File: src/hdl/lkvc_pkg.sv
package lkvc_pkg;

    localparam int DEPTH   = 16;
    localparam int KEY_W   = 64;
    localparam int VAL_W   = 32;
    localparam int RANK_W  = $clog2(DEPTH);
    localparam int CNT_W   = $clog2(DEPTH + 1);

    typedef enum logic [1:0] {
        OP_NONE,
        OP_COMPARE,
        OP_PROMOTE,
        OP_INSERT
    } cell_op_t;

    // broadcast from the controller to every cell
    typedef struct packed {
        cell_op_t            op;
        logic [KEY_W-1:0]    key;
        logic [VAL_W-1:0]    value;
        logic [RANK_W-1:0]   rank;   // compare: oldest rank, promote: rank of the hit
        logic                evict;  // insert: drop the oldest entry first
    } cell_cmd_t;

    // what each cell shows back to the controller
    typedef struct packed {
        logic                valid;
        logic                match;
        logic                victim;
        logic [RANK_W-1:0]   rank;
        logic [KEY_W-1:0]    key;
        logic [VAL_W-1:0]    value;
    } cell_stat_t;

endpackage

File: src/hdl/lkvc_cell.sv
module lkvc_cell
(
    input  logic                 clk,
    input  logic                 rst_n,
    input  lkvc_pkg::cell_cmd_t  cmd,
    input  logic                 taken_in,
    output logic                 taken_out,
    output lkvc_pkg::cell_stat_t stat
);

    logic                          valid_reg, valid_next;
    logic [lkvc_pkg::RANK_W-1:0]   rank_reg, rank_next;
    logic [lkvc_pkg::KEY_W-1:0]    key_reg;
    logic [lkvc_pkg::VAL_W-1:0]    value_reg;
    logic                          match_reg, victim_reg;
    logic                          drop;
    logic                          vacant;
    logic                          claim;

    // slot is free for an insert if empty or if its entry is the one evicted
    assign drop      = cmd.evict & victim_reg;
    assign vacant    = ~valid_reg | drop;
    assign claim     = (cmd.op == lkvc_pkg::OP_INSERT) & vacant & ~taken_in;
    assign taken_out = taken_in | vacant;

    always_comb
    begin
        valid_next = valid_reg;
        rank_next  = rank_reg;
        case (cmd.op)
            lkvc_pkg::OP_PROMOTE:
            begin
                if (match_reg)
                begin
                    rank_next = '0;
                end
                else if (valid_reg && (rank_reg < cmd.rank))
                begin
                    rank_next = rank_reg + 1'b1;
                end
            end
            lkvc_pkg::OP_INSERT:
            begin
                if (claim)
                begin
                    valid_next = 1'b1;
                    rank_next  = '0;
                end
                else if (drop)
                begin
                    valid_next = 1'b0;
                    rank_next  = '0;
                end
                else if (valid_reg)
                begin
                    rank_next = rank_reg + 1'b1;
                end
            end
            default:
            begin
                valid_next = valid_reg;
            end
        endcase
    end

    always_ff @(posedge clk or negedge rst_n)
    begin
        if (!rst_n)
        begin
            valid_reg  <= 1'b0;
            rank_reg   <= '0;
            match_reg  <= 1'b0;
            victim_reg <= 1'b0;
        end
        else
        begin
            valid_reg <= valid_next;
            rank_reg  <= rank_next;
            if (cmd.op == lkvc_pkg::OP_COMPARE)
            begin
                match_reg  <= valid_reg & (key_reg == cmd.key);
                victim_reg <= valid_reg & (rank_reg == cmd.rank);
            end
        end
    end

    always_ff @(posedge clk)
    begin
        if (claim)
        begin
            key_reg   <= cmd.key;
            value_reg <= cmd.value;
        end
    end

    assign stat.valid  = valid_reg;
    assign stat.match  = match_reg;
    assign stat.victim = victim_reg;
    assign stat.rank   = rank_reg;
    assign stat.key    = key_reg;
    assign stat.value  = value_reg;

endmodule

File: src/hdl/lru_key_value_cache.sv
// Channel  Handshake            Payload
// -------  -------------------  ------------------------------------------
// in       in_valid / in_ready  mode, key, new_value
// out      out_valid/out_ready  hit, found_value, evicted, evicted_key
// cfg      cfg_wr_en            cfg_wr_data (capacity_in_use), no wait
//
// Each word passes an accept step, a compare cycle in which every cell
// matches the key and flags the oldest entry, and an update cycle in which
// the cells shift recency and the result is loaded into the output register.
// A new word is taken in the cycle after the update. Reset empties the
// cache and sets the capacity to 16. A result held by out_ready low holds
// the next word in its update cycle until the output register frees.
module lru_key_value_cache
(
    input  logic                          clk,
    input  logic                          rst_n,
    // request channel
    input  logic                          in_valid,
    output logic                          in_ready,
    input  logic                          mode,
    input  logic [lkvc_pkg::KEY_W-1:0]    key,
    input  logic [lkvc_pkg::VAL_W-1:0]    new_value,
    // result channel
    output logic                          out_valid,
    input  logic                          out_ready,
    output logic                          hit,
    output logic [lkvc_pkg::VAL_W-1:0]    found_value,
    output logic                          evicted,
    output logic [lkvc_pkg::KEY_W-1:0]    evicted_key,
    // capacity register
    input  logic                          cfg_wr_en,
    input  logic [lkvc_pkg::CNT_W-1:0]    cfg_wr_data
);

    typedef enum logic [1:0] {
        ST_IDLE,
        ST_LOOK,
        ST_UPDATE
    } state_t;

    state_t                          state_reg;
    logic                            mode_reg;
    logic [lkvc_pkg::KEY_W-1:0]      key_reg;
    logic [lkvc_pkg::VAL_W-1:0]      value_reg;
    logic [lkvc_pkg::CNT_W-1:0]      cap_reg;
    logic [lkvc_pkg::CNT_W-1:0]      count_reg, count_next;

    logic                            out_valid_reg;
    logic                            hit_reg;
    logic [lkvc_pkg::VAL_W-1:0]      found_reg;
    logic                            evicted_reg;
    logic [lkvc_pkg::KEY_W-1:0]      evkey_reg;

    lkvc_pkg::cell_cmd_t             cmd;
    lkvc_pkg::cell_stat_t            stat [lkvc_pkg::DEPTH];
    logic [lkvc_pkg::DEPTH:0]        taken;
    logic [lkvc_pkg::DEPTH-1:0]      valid_vec, match_vec, victim_vec;

    logic                            any_hit;
    logic [lkvc_pkg::VAL_W-1:0]      hit_value;
    logic [lkvc_pkg::RANK_W-1:0]     hit_rank;
    logic [lkvc_pkg::KEY_W-1:0]      victim_key;
    logic [lkvc_pkg::CNT_W-1:0]      eff_cap;
    logic                            do_insert, do_evict;
    logic                            update_go;

    // capacity zero acts as one, anything past the row as the full row
    always_comb
    begin
        if (cap_reg == '0)
        begin
            eff_cap = lkvc_pkg::CNT_W'(1);
        end
        else if (cap_reg > lkvc_pkg::CNT_W'(lkvc_pkg::DEPTH))
        begin
            eff_cap = lkvc_pkg::CNT_W'(lkvc_pkg::DEPTH);
        end
        else
        begin
            eff_cap = cap_reg;
        end
    end

    // gather the per-cell flags; keys are unique so at most one match
    always_comb
    begin
        any_hit    = 1'b0;
        hit_value  = '0;
        hit_rank   = '0;
        victim_key = '0;
        for (int i = 0; i < lkvc_pkg::DEPTH; i++)
        begin
            valid_vec[i]  = stat[i].valid;
            match_vec[i]  = stat[i].match;
            victim_vec[i] = stat[i].victim;
            any_hit       = any_hit | stat[i].match;
            hit_value     = hit_value  | (stat[i].value & {lkvc_pkg::VAL_W{stat[i].match}});
            hit_rank      = hit_rank   | (stat[i].rank  & {lkvc_pkg::RANK_W{stat[i].match}});
            victim_key    = victim_key | (stat[i].key   & {lkvc_pkg::KEY_W{stat[i].victim}});
        end
    end

    assign update_go = (state_reg == ST_UPDATE) & (~out_valid_reg | out_ready);
    assign do_insert = update_go & ~any_hit & mode_reg;
    // count at capacity implies at least one entry, so a victim exists
    assign do_evict  = do_insert & (count_reg >= eff_cap);

    always_comb
    begin
        cmd.op    = lkvc_pkg::OP_NONE;
        cmd.key   = key_reg;
        cmd.value = value_reg;
        cmd.rank  = hit_rank;
        cmd.evict = do_evict;
        if (state_reg == ST_LOOK)
        begin
            cmd.op   = lkvc_pkg::OP_COMPARE;
            // ranks of valid entries are always 0 .. count-1
            cmd.rank = count_reg[lkvc_pkg::RANK_W-1:0] - 1'b1;
        end
        else if (update_go)
        begin
            if (any_hit)
            begin
                cmd.op = lkvc_pkg::OP_PROMOTE;
            end
            else if (mode_reg)
            begin
                cmd.op = lkvc_pkg::OP_INSERT;
            end
        end
    end

    always_comb
    begin
        count_next = count_reg;
        if (do_insert && !do_evict)
        begin
            count_next = count_reg + 1'b1;
        end
    end

    // free-slot priority runs down the row, lowest index wins
    assign taken[0] = 1'b0;

    for (genvar g = 0; g < lkvc_pkg::DEPTH; g++)
    begin : g_cell
        lkvc_cell u_cell
        (
            .clk       (clk),
            .rst_n     (rst_n),
            .cmd       (cmd),
            .taken_in  (taken[g]),
            .taken_out (taken[g+1]),
            .stat      (stat[g])
        );
    end

    always_ff @(posedge clk or negedge rst_n)
    begin
        if (!rst_n)
        begin
            state_reg     <= ST_IDLE;
            cap_reg       <= lkvc_pkg::CNT_W'(lkvc_pkg::DEPTH);
            count_reg     <= '0;
            mode_reg      <= 1'b0;
            key_reg       <= '0;
            value_reg     <= '0;
            out_valid_reg <= 1'b0;
            hit_reg       <= 1'b0;
            found_reg     <= '0;
            evicted_reg   <= 1'b0;
            evkey_reg     <= '0;
        end
        else
        begin
            if (cfg_wr_en)
            begin
                cap_reg <= cfg_wr_data;
            end
            // a new result replaces the one leaving in the same cycle
            if (update_go)
            begin
                out_valid_reg <= 1'b1;
            end
            else if (out_ready)
            begin
                out_valid_reg <= 1'b0;
            end
            count_reg <= count_next;
            case (state_reg)
                ST_IDLE:
                begin
                    if (in_valid)
                    begin
                        mode_reg  <= mode;
                        key_reg   <= key;
                        value_reg <= new_value;
                        state_reg <= ST_LOOK;
                    end
                end
                ST_LOOK:
                begin
                    state_reg <= ST_UPDATE;
                end
                ST_UPDATE:
                begin
                    if (update_go)
                    begin
                        hit_reg       <= any_hit;
                        found_reg     <= hit_value;
                        evicted_reg   <= do_evict;
                        evkey_reg     <= do_evict ? victim_key : '0;
                        state_reg     <= ST_IDLE;
                    end
                end
                default:
                begin
                    state_reg <= ST_IDLE;
                end
            endcase
        end
    end

    assign in_ready    = (state_reg == ST_IDLE);
    assign out_valid   = out_valid_reg;
    assign hit         = hit_reg;
    assign found_value = found_reg;
    assign evicted     = evicted_reg;
    assign evicted_key = evkey_reg;

`ifndef SYNTHESIS
    // the count tracks the cells that hold an entry
    a_count_matches_cells: assert property (@(posedge clk) disable iff (!rst_n)
        $countones(valid_vec) == count_reg)
        else $error("entry count differs from number of valid cells");

    a_single_match: assert property (@(posedge clk) disable iff (!rst_n)
        (state_reg == ST_UPDATE) |-> $onehot0(match_vec))
        else $error("key matched in more than one cell");

    a_single_victim: assert property (@(posedge clk) disable iff (!rst_n)
        (state_reg == ST_UPDATE && count_reg != '0) |-> $onehot(victim_vec))
        else $error("oldest entry not unique");

    a_hit_no_evict: assert property (@(posedge clk) disable iff (!rst_n)
        out_valid_reg |-> !(hit_reg && evicted_reg))
        else $error("hit and eviction reported together");
`endif

endmodule

File: config.mk
export PLATFORM = sky130hd
export DESIGN_NAME = lru_key_value_cache
export DESIGN_NICKNAME = d
export VERILOG_FILES = /design/src/hdl/lkvc_pkg.sv /design/src/hdl/lkvc_cell.sv /design/src/hdl/lru_key_value_cache.sv
export SDC_FILE = /design/constraint.sdc
export NUM_CORES = 2
export LEC_CHECK = 0
export ABC_AREA = 1
export BUFFER_PORTS_ARGS = -buffer_cell sky130_fd_sc_hd__buf_2
export CELL_PAD_IN_SITES_DETAIL_PLACEMENT = 2
export CELL_PAD_IN_SITES_GLOBAL_PLACEMENT = 2
export CORE_MARGIN = 8
export CORE_UTILIZATION = 25
export DETAILED_ROUTE_END_ITERATION = 10
export GPL_ROUTABILITY_DRIVEN = 1
export GPL_TIMING_DRIVEN = 0
export PLACE_DENSITY = 0.48
export SYNTH_ARGS = -nofsm -noshare
export SYNTH_HDL_FRONTEND = slang
export SYNTH_SLANG_ARGS = --single-unit
File: constraint.sdc
create_clock -name clk -period 10.5 [get_ports clk]
set_input_delay 0 -clock clk [delete_from_list [all_inputs] [get_ports clk]]
set_output_delay 0 -clock clk [all_outputs]
set_load 0.1 [all_outputs]
# --- After elaboration in Yosys (flattened, before gate mapping) ---
# Cells that the tools add are included.
totals:
  reg_bits: 1856
  inputBits: 107
  output_inout_bits: 100
  wordCells: 683
classes:
  add_sub_neg: 18
  n_lt_le_gt_ge: 18
  eq_ne: 71
  mux: 141
  bitwise: 255
  n_reduce_logical: 73
ops:
  columns: ["op", "n"]
  rows:
  - ["$and 64x64->64", 16]
  - ["$eq 64x64->1", 16]
  - ["$or 64x64->64", 15]
  - ["$and 32x32->32", 16]
  - ["$or 32x32->32", 15]
  - ["$mux 4", 81]
  - ["$pmux 4 s2", 16]
  - ["$and 1x1->1", 83]
  - ["$add 4x1->4 const B", 16]
  - ["$and 4x4->4", 16]
  - ["$eq 4x4->1", 16]
  - ["$lt 4x4->1", 16]
  - ["$mux 64", 1]
  - ["$ne 4x1->1 const B", 16]
  - ["$or 4x4->4", 15]
  - ["$ne 3x1->1 const B", 16]
  - ["$reduce_and 3->1", 16]
  - ["$or 1x1->1", 46]
  - ["$reduce_and 2->1", 19]
  - ["$reduce_bool 2->1", 18]
  - ["$mux 1", 34]
  - ["$not 1->1", 33]
  - ["$logic_and 1x1->1", 17]
  - ["$mux 2", 6]
  - ["other kinds (12)", 17]

# --- Depth between registers and ports, before layout ---
logic_depth:
  word_depth: 39
  mapped_depth: 23

# --- Modules after synthesis ---
# From an unflattened synthesis, not the netlist that was laid out.
unflattened:
  cells_unflattened: 10590
  hier_area_um2: 91951.9
by_module_without_submodules:
  columns: ["mod", "instances", "cells_each", "area_each_um2"]
  rows:
  - ["lkvc_cell (g_cell[14].u_cell ...)", 9, 442, 4569.4]
  - ["lkvc_cell (g_cell[0].u_cell ...)", 7, 456, 4588.2]
  - ["lru_key_value_cache", 1, 3420, 18710.4]

# --- Worst setup path after synthesis ---
# OpenSTA, ideal clock, no wires.
synth_timing:
  kind: "flip-flop to flip-flop"
  startpoint: "reg out_valid_reg (netlist: out_valid)"
  endpoint: "reg g_cell[2].u_cell.rank_reg[3] in the netlist's numbering"
  arrival_time_ps: 9307
  slack_ps: 1115
  stages_incl_launch_ff: 17
  n_path_buf: 0
  synth_period_minus_slack_ps: 9385
  cell_sequence: "dfrtp_1 inv_1 nor2_2 nor2_4 nand2_1 nor2_2 nand3_1 nand2_1 nor2_2 inv_1 nor3_1 a21oi_1 nand3_1 o311ai_1 nor2_1 o22ai_1 a21oi_1"
synth_between:
  elab_chain_len: 13
  elab_cells_between_ends: 27
  cone_classes: "eq/ne: 4; mux: 5; bitwise: 16; reduce/logical: 2"
synth_lines:
  columns: ["element", "line", "text"]
  rows:
  - ["from (decl)", "lru_key_value_cache.sv:48", "logic out_valid_reg;"]
  - ["from (signal assigned)", "lru_key_value_cache.sv:169", "out_valid_reg <= 1'b0;"]
  - ["from (signal assigned)", "lru_key_value_cache.sv:184", "out_valid_reg <= 1'b1;"]
  - ["from (signal assigned)", "lru_key_value_cache.sv:188", "out_valid_reg <= 1'b0;"]
  - ["$not 1->1 *", "lru_key_value_cache.sv:103", "assign update_go = (state_reg == ST_UPDATE) & (~out_valid_reg | out_ready);"]
  - ["$or 1x1->1 *", "lru_key_value_cache.sv:103", null]
  - ["$and 1x1->1 *", "lru_key_value_cache.sv:103", null]
  - ["$and 1x1->1 (2 in series)", "lru_key_value_cache.sv:104", "assign do_insert = update_go & ~any_hit & mode_reg;"]
  - ["$and 1x1->1", "lru_key_value_cache.sv:106", "assign do_evict = do_insert & (count_reg >= eff_cap);"]
  - ["$and 1x1->1", "lkvc_cell.sv:21", "assign drop = cmd.evict & victim_reg;"]
  - ["$or 1x1->1", "lkvc_cell.sv:22", "assign vacant = ~valid_reg | drop;"]
  - ["$or 1x1->1", "lkvc_cell.sv:24", "assign taken_out = taken_in | vacant;"]
  - ["$not 1->1", "lkvc_cell.sv:23", "assign claim = (cmd.op == lkvc_pkg::OP_INSERT) & vacant & ~taken_in;"]
  - ["$and 1x1->1 *", "lkvc_cell.sv:23", null]
  - ["net g_cell[2].u_cell.claim", "lkvc_cell.sv:18", "logic claim;"]
  - ["$ne 4x1->1 (no line) / $mux 4 (equally long branches)", null, null]
  - ["$reduce_and 3->1 (no line) / $pmux 4 s2 (equally long branches)", null, null]
  - ["to (signal assigned)", "lkvc_cell.sv:78", "rank_reg <= rank_next;"]
  - ["to (decl)", "lkvc_cell.sv:12", "logic [lkvc_pkg::RANK_W-1:0] rank_reg, rank_next;"]
# The timed path passes the listed nets; every way through them passes the cells marked *.
# A chain may end at the register's enable or synchronous reset.

# --- Worst setup path in the final report ---
layout_timing:
  startpoint: "reg key_reg[49] in the netlist's numbering"
  endpoint: "reg g_cell[3].u_cell.match_reg"
layout_between:
  elab_chain_len: 2
layout_lines:
  columns: ["element", "line", "text"]
  rows:
  - ["from (decl)", "lru_key_value_cache.sv:43", "logic [lkvc_pkg::KEY_W-1:0] key_reg;"]
  - ["from (signal assigned)", "lru_key_value_cache.sv:197", "key_reg <= key;"]
  - ["$eq 64x64->1", "lkvc_cell.sv:81", "match_reg <= valid_reg & (key_reg == cmd.key);"]
  - ["$and 1x1->1", "lkvc_cell.sv:81", null]
  - ["to (signal assigned)", "lkvc_cell.sv:81", null]
  - ["to (decl)", "lkvc_cell.sv:15", "logic match_reg, victim_reg;"]
# No other way between the ends.

==> out/summary.txt <==
cells on worst reg2reg path: 10
CP max stage delay: 1.23 ns
top post-synthesis cells by area: edfxtp_1 56%, dfrtp_1 9.7%, nand2_1 8.8%, xor2_1 3.4%, o21ai_0 2.5%
Max-Cap Viols: 27
post-synthesis mux area share: 0
largest net degree at the start of global routing: 88
Post-synth top cells: 1935 x nand2_1, 1536 x edfxtp_1, 405 x o21ai_0
CP arrival: 8.76 ns
VDD IR max: 0.1585 mV
post-synthesis compound-gate area fraction: 0.1068
TritonCTS Buffers: 231
Initial Util: 0.2507
Syn Nets: 7434
Avg Cell Area, Syn: 11.42 um2
crit path capture type: register
WHS Path Cells: 4
Area growth, synth to finish: 25.17%
clock slew at reported path FFs: 0.06 ns
CORE AREA: 0.3297 mm2
top_reg_cell synth: edfxtp_1
Reg-to-Reg End: g_cell[3].u_cell.match_reg
xor and xnor area share after synthesis: 0.04408
CP Cell Sequence: clkbuf_1, clkinv_1, clkbuf_1, nand2_1, o21ai_0, nor4_1, nand4_1, nor4_1, nand3_1, o21ai_0
clock skew: 0.1028 ns
clock latency on the worst-skew pair: 0.98 ns
crit path kind: register to register
Hold Path End: key_reg[14]
post-layout min period: 7.986 ns
Post-Synth Simple-Gate Area: 0.1454
largest family of logic cells by synthesized area: simple AND/OR/NAND/NOR gates
Worst setup SP type: register
IO Port Bufs: 205
reg2reg setup slack: 2.51 ns
outcome: complete, but fails checks
DRC: 0
Initial DRT Pass Iterations: 8
Largest register FFs: 1024
Mapped Cells: 7240
Critical Path Slowest Stage Cell: dfrtp_1
clock root cell: clkbuf_16
actual slew at the worst max-slew pin: 1.752 ns
final wirelength: 663400 um
WP buf/inv: 3
share of post-route cells with drive strength above 1: 0.1237
routed vias/inst: 5.965
count leader, synth: nand2_1
top cell type's share of synthesized area: 0.5580
critical-path maximum fanout: 17
Place WS: 3.186 ns
final hold viol count: 0
Sink Count: 1856
Total Power: 27.59 mW
Initial DRC Count: 12884
FMAX: 0.1252 GHz
deepest clock path buffer count: 4
io pins: 207
Multi-input gate area: 0.02587 mm2
Worst Hold Launch: key[14]
CTS tree: built
Routed Antenna Nets: 0
final setup vio count: 0
max-slew violation count: 137
Via Count: 75956
FILL cells: 34949
post-synthesis sequential area ratio: 0.6549
number of global-route vias before repair: 72266
worst min path class: input pin to register
H-tree lvl count: 4
cell taking the most area after synthesis: edfxtp_1
Nets: 8289
Die H: 591 um
first-pass GRT wire length: 824100 um
RSZ-0062 raised after global routing: false
reg2reg start: key_reg[49]
Final Wtd Congestion: 1.088
fin crit share: 0.7606
routed length per instance: 52.10 um
Die Area: 0.3493 mm2
post-route setup slack: 2.514 ns
asr flop ratio synth: 0.1724
Power Density: 266.7 mW/mm2
Post-synth EDFFs: 1536
Resized Gates After CTS: 0
overall routing resource usage: 0.3665
failing checks: max-capacitance violations, max-slew violations
Rel. slew slack: -0.1679
#FFs+latches synth: 1856
Fin Hold WS: 0.04185 ns
DP HPWL: 521800 um
area share of fa/ha/maj cells after synthesis: 0.01317
die span in x: 591 um
P_leak: 37.64 nW
postcts setup bufs: 0
Synth cell types: 59
total global routing overflow: 0
Req. time, crit path: 11.28 ns
WP depth: 10
Post-Syn Area: 0.08266 mm2
FP Rows: 211
Syn. warnings: 0
Top delay family on crit path: simple AND/OR/NAND/NOR gates
initial antenna violation count: 178
register area: 0.05413 mm2
==> what timing repair did <==
item	4_1_cts	5_1_grt
endpoints found under the setup margin	0	0
hold buffers	218	0
hold endpoints to repair	368	0
==> worst max-delay path by stage <==
stage / to / startpoint / slack [ns]
6_report: g_cell[3].u_cell.match_reg / key_reg[49] / 2.51
5_1_grt: g_cell[3].u_cell.match_reg / key_reg[49] / 3.20
4_1_cts: g_cell[3].u_cell.match_reg / key_reg[49] / 3.16
3_5_place_dp: g_cell[3].u_cell.match_reg / key_reg[49] / 3.19
3_3_place_gp: g_cell[2].u_cell.rank_reg[3] / state_reg[0] / -14.02
2_1_floorplan: g_cell[2].u_cell.rank_reg[3] / out_valid / 1.12
==> metal layers <==
| layer | global-route usage | part of all wire | up-vias | wire (um) |
|---|---|---|---|---|
| li1 | - | - | 28279 | - |
| met1 | 0.4963 | 0.42 | 40894 | 276900 |
| met3 | 0.1171 | 0.11 | 1295 | 74640 |
| met2 | 0.5136 | 0.40 | 5448 | 268000 |
| met5 | 0.009166 | 0.00043 | - | 282 |
| met4 | 0.2044 | 0.066 | 40 | 43590 |
==> power by group <==
part	leakage (nW)	total [mW]	internal, mW	switching [mW]
combinational	15.8	8.68	1.72	6.96
clock	3.77	8.39	4.77	3.62
sequential	18.1	10.5	9.12	1.41
==> layout by cell type, fill, tap and decap left out, types with 168 or more instances in the layout <==
cell / instances
inv_1: 359
buf_2: 240
clkbuf_1: 275
o22ai_1: 178
dfrtp_1: 318
nand2_1: 1935
edfxtp_1: 1536
nand4_1: 228
clkbuf_16: 240
nand3_1: 204
a221oi_1: 230
o21ai_0: 401
dlygate4sd3_1: 217
a21oi_1: 168
xor2_1: 313
==> worst min-delay path, stage by stage <==
cell and delay (ns):
dlygate4sd3_1 0.53, buf_2 0.10, nand2_1 0.13, o21ai_0 0.11
==> logic make-up (layout without fill, tap and decap cells) <==
kind of cell    count (synthesis)  count (layout)
compound gates               1314            1314
buf+inv                       779            1835
fa+ha+maj                      87              87
xor+xnor                      416             416
other cells                     0              71
simple gates                 2788            2788
flops                        1856            1856
==> final cells by class <==
class | count | area share
sequential | 1856 | 0.5232
multi-input combinational | 4605 | 0.2500
timing repair buffer | 622 | 0.06765
clock buffer | 332 | 0.06467
tap | 4366 | 0.05280
buffer | 381 | 0.01555
inverter | 398 | 0.01510
clock inverter | 102 | 0.009263
antenna | 71 | 0.001717
==> metrics by stage <==
step           setup TNS, ns  instances    util  cell area [um2]
2_1_floorplan              0       7240       -            82660
3_3_place_gp        -3608.63      11811  0.2704            89150
3_5_place_dp               0      12007  0.2831            93360
4_1_cts                    0      12659  0.3130           103200
5_1_grt                    0      12675  0.3133           103300
6_report                   0      12733  0.3138           103500
No activity file was read; power rests on OpenSTA's default activity.
